## src/rtl/tss_pkg.sv

```systemverilog
// -----------------------------------------------------------------------------
// tss_pkg
// shared types and constants for the tridiagonal system solver
// -----------------------------------------------------------------------------
package tss_pkg;

   localparam int IDX_W = 6;

   localparam logic [1:0] STATUS_OK        = 2'd0;
   localparam logic [1:0] STATUS_DIAG_ZERO = 2'd1;
   localparam logic [1:0] STATUS_PIV_ZERO  = 2'd2;
   localparam logic [1:0] STATUS_OVERFLOW  = 2'd3;

   localparam logic signed [31:0] Q_MAX = 32'sh7fff_ffff;
   localparam logic signed [31:0] Q_MIN = 32'sh8000_0000;

   typedef enum logic [3:0] {
      ST_IDLE,
      ST_ROW,
      ST_DIV_G,
      ST_BET,
      ST_NUM,
      ST_DIV_X,
      ST_END,
      ST_BK_RD,
      ST_BK_MUL,
      ST_BK_SUB,
      ST_OUT_RD,
      ST_OUT_LD,
      ST_OUT_WAIT
   } state_type;

   typedef struct packed {
      logic              start;
      logic signed [31:0] num;
      logic signed [31:0] den;
   } div_req_type;

   typedef struct packed {
      logic              done;
      logic signed [31:0] quo;
   } div_rsp_type;

endpackage

```

## src/rtl/tss_div.sv

```systemverilog
// -----------------------------------------------------------------------------
// tss_div
// signed fixed-point divider, one quotient bit per cycle, saturating result
// -----------------------------------------------------------------------------
module tss_div #(
   parameter int FRAC_BITS = 16
) (
   input  logic                 clock,
   input  logic                 reset,
   input  tss_pkg::div_req_type req,
   output tss_pkg::div_rsp_type rsp
);

   localparam int NW = 32 + FRAC_BITS;
   localparam int CW = $clog2(NW + 1);

   logic          busy_ff, busy_in;
   logic          done_ff, done_in;
   logic [CW-1:0] cnt_ff, cnt_in;
   logic [NW-1:0] numq_ff, numq_in;
   logic [31:0]   rem_ff, rem_in;
   logic [31:0]   dmag_ff, dmag_in;
   logic          neg_ff, neg_in;
   logic signed [31:0] quo_ff, quo_in;

   logic [32:0] rem2;
   logic [32:0] diff;
   logic [31:0] nmag;
   logic [31:0] dmag;

   always_comb begin
      nmag = req.num[31] ? (~req.num + 32'd1) : req.num;
      dmag = req.den[31] ? (~req.den + 32'd1) : req.den;
      rem2 = {rem_ff, numq_ff[NW-1]};
      diff = rem2 - {1'b0, dmag_ff};

      busy_in = busy_ff;
      done_in = 1'b0;
      cnt_in  = cnt_ff;
      numq_in = numq_ff;
      rem_in  = rem_ff;
      dmag_in = dmag_ff;
      neg_in  = neg_ff;
      quo_in  = quo_ff;

      if (req.start) begin
         busy_in = 1'b1;
         cnt_in  = CW'(NW);
         numq_in = {nmag, {FRAC_BITS{1'b0}}};
         rem_in  = '0;
         dmag_in = dmag;
         neg_in  = req.num[31] ^ req.den[31];
      end else if (busy_ff && cnt_ff != '0) begin
         // restoring step
         if (!diff[32]) begin
            rem_in  = diff[31:0];
            numq_in = {numq_ff[NW-2:0], 1'b1};
         end else begin
            rem_in  = rem2[31:0];
            numq_in = {numq_ff[NW-2:0], 1'b0};
         end
         cnt_in = cnt_ff - CW'(1);
      end else if (busy_ff) begin
         busy_in = 1'b0;
         done_in = 1'b1;
         if (neg_ff) begin
            if (numq_ff[NW-1:31] != '0) quo_in = tss_pkg::Q_MIN;
            else quo_in = -$signed({1'b0, numq_ff[30:0]});
         end else begin
            if (numq_ff[NW-1:31] != '0) quo_in = tss_pkg::Q_MAX;
            else quo_in = $signed({1'b0, numq_ff[30:0]});
         end
      end
   end

   always_ff @(posedge clock) begin
      if (reset) begin
         busy_ff <= 1'b0;
         done_ff <= 1'b0;
         cnt_ff  <= '0;
      end else begin
         busy_ff <= busy_in;
         done_ff <= done_in;
         cnt_ff  <= cnt_in;
      end
      numq_ff <= numq_in;
      rem_ff  <= rem_in;
      dmag_ff <= dmag_in;
      neg_ff  <= neg_in;
      quo_ff  <= quo_in;
   end

   assign rsp.done = done_ff;
   assign rsp.quo  = quo_ff;

endmodule
```

## config.mk

```make
export PLATFORM = sky130hd
export DESIGN_NAME = tss_div
export DESIGN_NICKNAME = d
export VERILOG_FILES = /design/src/rtl/tss_pkg.sv /design/src/rtl/tss_div.sv
export SDC_FILE = /design/constraint.sdc
export NUM_CORES = 1
export LEC_CHECK = 0
export ABC_AREA = 1
export BUFFER_PORTS_ARGS = -buffer_cell sky130_fd_sc_hd__buf_2
export CORE_AREA = 2 2 212 214
export DETAILED_ROUTE_END_ITERATION = 12
export DIE_AREA = 0 0 214 216
export GPL_ROUTABILITY_DRIVEN = 0
export GPL_TIMING_DRIVEN = 0
export PLACE_DENSITY = 0.48
export SLEW_MARGIN = 10
export SYNTH_ARGS = -nofsm -noshare
export SYNTH_HDL_FRONTEND = slang
export SYNTH_SLANG_ARGS = --single-unit
export TNS_END_PERCENT = 50
```

## constraint.sdc

```tcl
create_clock -name clock -period 4.8 [get_ports clock]
set_clock_uncertainty 0.2 [all_clocks]
set_input_delay 0.72 -clock clock [delete_from_list [all_inputs] [get_ports clock]]
set_output_delay 0.72 -clock clock [all_outputs]
set_load 0.01 [all_outputs]
```

=== After elaboration in Yosys (flattened, before gate mapping) ===
Cells that the tools add are included.

* Register bits: 153
* Input bits: 67
* Output and inout bits: 33
* Logic and storage cells: 43

* $add $sub $neg: 5
* Equal/unequal tests: 1
* Muxes and demuxes: 14
* Bitwise operators: 5
* Reductions and logical operators: 7

{| class="wikitable"
|+ Operator list
! operator !! number
|-
| 32-bit 2-to-1 mux || 4
|-
| 48-bit 2-to-1 mux || 2
|-
| 32-bit by 1-bit adder with 32-bit output, second input constant || 2
|-
| 32-bit inverter || 2
|-
| 31-bit 2-to-1 mux || 2
|-
| 33-bit by 32-bit subtractor with 33-bit output || 1
|-
| 31-bit negation with 32-bit output || 1
|-
| 17-bit nonzero test || 1
|-
| 6-bit 2-to-1 mux || 2
|-
| 6-bit nonzero test || 1
|-
| 6-bit by 1-bit subtractor with 6-bit output, second input constant || 1
|-
| 1-bit 2-to-1 mux || 4
|-
| 3-bit AND reduction || 1
|-
| 3-bit OR reduction || 1
|-
| 2-bit != test, second input constant || 1
|-
| 1-bit inverter || 2
|-
| 2-bit nonzero test || 1
|-
| 2-bit OR reduction || 1
|-
| 1-bit logical AND || 1
|-
| 1-bit XOR || 1
|}

=== Longest topological paths before layout ===
* Word-level depth: 4
* Gate-level depth with buffers: 18
* Depth with buffers taken out: 18

=== Worst setup path after synthesis ===
No wires, ideal clock.

* Path type: register -> register
* Start: register cnt_ff[0]
* End: register quo_ff[0] (enable)
* Setup time: 421 ps
* Arrival: 3086 ps
* Required time: 4179 ps
* Setup slack: 1093 ps
* Stages on the path, launching flop included: 12
* Path buffers: 1
* Period minus slack after synthesis: 3707 ps
* Cells stage by stage: dfxtp_1 inv_1 ha_1 inv_1 nor3_2 nand2_1 nand2_2 inv_1 nor2_4 inv_2 buf_2 nor2_1

* Word-level cells in the longest chain between the ends: 4

{| class="wikitable"
|+ RTL lines
! what !! line !! source
|-
| start: declaration || tss_div.sv:19 || <nowiki>logic [CW-1:0] cnt_ff, cnt_in;</nowiki>
|-
| start signal: assignment || tss_div.sv:84 || <nowiki>cnt_ff <= cnt_in;</nowiki>
|-
| 6-bit nonzero test || tss_div.sv:53 || <nowiki>end else if (busy_ff && cnt_ff != '0) begin</nowiki>
|-
| 1-bit logical AND || tss_div.sv:53 ||
|-
| 1-bit inverter (no line) || - ||
|-
| 3-bit AND reduction (no line) || - ||
|-
| end signal: assignment || tss_div.sv:90 || <nowiki>quo_ff <= quo_in;</nowiki>
|-
| end: declaration || tss_div.sv:24 || <nowiki>logic signed [31:0] quo_ff, quo_in;</nowiki>
|}

No other way between the ends.
A chain may end at the register's enable or synchronous reset.

=== Worst setup path after layout ===
* Start: register cnt_ff[0]
* End: register quo_ff[4] (enable)

The elaborated chain is that of the path after synthesis.

==> impl_metrics.yaml <==
sta:
  hold_viol: 0
  slew_viol_final: 0
  holdWs_ns: 0.259
  slew_headroom_pct: 32.9
  rsz0062_at_grt: "false"
  worst_slew_pin_slew_ns: 1.01
  tns_ns: 0
  fin_crit_sh_pct: 64.7
  setup_viol: 0
  fin_crit_ns: 3.11
  clock.fmax_ghz: 0.322
  worst_slack_ns: 1.69
yosys:
  synth_commonest_cells: "nand2_1 (485), inv_1 (282), nor2_1 (145), nand3_1 (110), edfxtp_1 (97)"
  synth_top_area_cell: "edfxtp_1"
  ys_types: 45
  synth-seq-area-share_pct: 37.0
  synth_top_area_share_pct: 26.8
  syn_avg_cell_area_um2: 6.82
  synth-seq-cells: 153
  yosysMostFrequentCell: "nand2_1"
  synthArstFlopShare_pct: 0
  synth.area.top_cells: "edfxtp_1 (27%), nand2_1 (17%), dfxtp_1 (10%)"
  syn_area_um2: 10900
  syn_nets: 1700
  ys_warn_count: 0
  synthCells: 1596
  synth-edff-count: 97
  ys.flop_type: "edfxtp_1"
clock_network:
  cts_tree: "built"
  ctsResizeCount: 0
  cts_sinks: 153
  cts_made_buffers: 17
  postCtsSetupRepairBufs: 0
  clkSlewWorstSetupHoldPaths_ns: 0.07
  cts-root-buf: "clkbuf_16"
  cts_buffer_depth: 2
  clock_latency_ns: 0.46
  hold_buffers: 0
  cts_max_level: 4
placement:
  pre_cts_ws_ns: 1.31
  dpl.hpwl_um: 25800
  place.port_buffers: 97
  place_area_um2: 12100
critical_path:
  critPathMaxStageDelay_ns: 0.46
  critPathMostFrequentCell: "inv_1"
  cp-end-kind: "flip-flop"
  r2r_start: "cnt_ff[0]"
  required_ns: 4.75
  arrival_ns: 3.06
  path_class: "reg -> reg"
  crit_chain: "inv_1 > ha_1 > inv_1 > nor3_2 > nand2_1 > nand2_2 > inv_1 > nor2_4 > inv_2 > buf_2 > nor2_4 > buf_12"
  startpoint_type: "flip-flop"
  worst_r2r_path_depth: 12
  reg2reg_to: "quo_ff[4]"
  regToRegSetupSlack_ns: 1.69
  crit_fanout: 41
  critPathSlowestCell: "buf_2"
flow_run:
  timing.max_cap.violations: 0
run_status:
  outcome: "finished, final reports clean"
die:
  die_w_um: 214
  rows: 77
  die_h_um: 216
  ioPinCount: 100
  die-area_um2: 46200
  start_util_pct: 24.8
  core_um2: 43800
grt:
  grt_usage_pct: 14.4
  grt_pass1_vias: 9933
  grt-ovfl-total: 0
  antenna_found_initial: 1
  grt_pass1_wl_um: 52400
  grt_max_degree: 42
routing:
  wire_per_inst_um: 14.0
  drtPass1Iterations: 5
  drc: 0
  vias: 10251
  ant_nets: 0
  drt_iter0_drc: 674
  avgViaCountPerCell: 4.42
  totalWireLength_um: 32500
final_layout:
  nets: 1817
  final_util_pct: 29.0
  syn2layout_area_growth_pct: 16.8
  drive_gt1_share_pct: 10.3
  n_antenna_cell: 0
  final_area_um2: 12700
min_path:
  hp-class: "in -> reg"
  min_to: "busy_ff"
  hold_path_depth: 2
  hp-start: "reset"
power:
  p_leak_nw: 6.10
  peakVddDrop_v: 0.000211
  power_density_nw_per_um2: 269
kinds of logic after synthesis:
kind of cell | after synthesis | synth area share (%)
AOI/OAI and AO/OA | 178 | 9.06
xor gates and xnor gates | 69 | 5.55
adders and majority gates | 37 | 4.32
buffers and inverters | 325 | 11.6
DFF | 153 | 37.0
and+or+nand+nor | 834 | 32.4
routing by layer:
layer / global-route usage (%) / vias up / wire (um)
met4: 5.08 / 2 / 613
met5: 0 / - / 13
met3: 2.47 / 33 / 1550
li1: - / 5302 / -
met2: 22.7 / 230 / 14400
met1: 19.7 / 4684 / 15900
worst max path at each step:
stage / start / to / slack (ns) / depth (start not counted)
floorplan: cnt_ff[0] / quo_ff[0] / 1.09 / 11
global placement: req[64] / quo_ff[2] / -0.21 / 5
detailed placement: req[64] / quo_ff[9] / 1.31 / 6
CTS: cnt_ff[0] / quo_ff[10] / 1.64 / 12
global route: cnt_ff[0] / quo_ff[4] / 1.38 / 12
finish: cnt_ff[0] / quo_ff[4] / 1.69 / 12
cell usage in the layout (no fill, tap or decap), types with 9 or more instances in the layout:
| cell type | synthesis | layout |
|---|---|---|
| nor2_1 | 145 | 144 |
| o21ai_0 | 77 | 77 |
| clkbuf_1 | 25 | 26 |
| nand3_1 | 110 | 110 |
| nand4_1 | 13 | 13 |
| a21oi_1 | 43 | 43 |
| clkbuf_16 | 0 | 17 |
| nor3_1 | 28 | 28 |
| buf_2 | 2 | 99 |
| xor2_1 | 46 | 46 |
| xnor2_1 | 23 | 23 |
| o22ai_1 | 26 | 26 |
| edfxtp_1 | 97 | 97 |
| nand2_1 | 485 | 485 |
| nand2_2 | 13 | 13 |
| o21ai_1 | 9 | 9 |
| ha_1 | 36 | 36 |
| inv_1 | 282 | 282 |
| dfxtp_1 | 56 | 56 |
worst max-delay path: cells and delay by family, from the launching register on:
family                   cells  cell delay (ns)
buffers and inverters        6             1.12
AND/OR/NAND/NOR              5             0.96
flip-flops                   1             0.31
adder cells (fa/ha/maj)      1             0.18
flip-flops by register name (all words and copies together), names as in the netlist:
| register | flops |
|---|---|
| done_ff | 1 |
| neg_ff | 1 |
| numq_ff | 48 |
| busy_ff | 1 |
| cnt_ff | 6 |
| dmag_ff | 32 |
| quo_ff | 32 |
| rem_ff | 32 |
per-stage QoR:
step | total power, W | cells
2_1_floorplan | 0.00191 | 1596
3_3_place_gp | 0.00212 | 2285
3_5_place_dp | 0.00212 | 2286
5_1_grt | 0.00359 | 2318
6_report | 0.00342 | 2318
4_1_cts | 0.00347 | 2318
layout make-up:
class	count	area, um^2
fillers	4839	31100
clock inverters	14	141
flip-flops and latches	153	4030
multi-input cells	1118	5590
repair buffers	98	505
inverters	289	1080
well taps	592	741
clock buffers	18	429
plain buffers	36	183
power breakdown:
part / internal (W) / switching, W / leakage [nW]
clock: 0.000726 / 0.000604 / 0.265
combinational: 0.000178 / 0.000377 / 4.44
sequential: 0.00150 / 0.0000390 / 1.40
total: 0.00240 / 0.00102 / 6.10
Power figures use the tool's default switching activity.
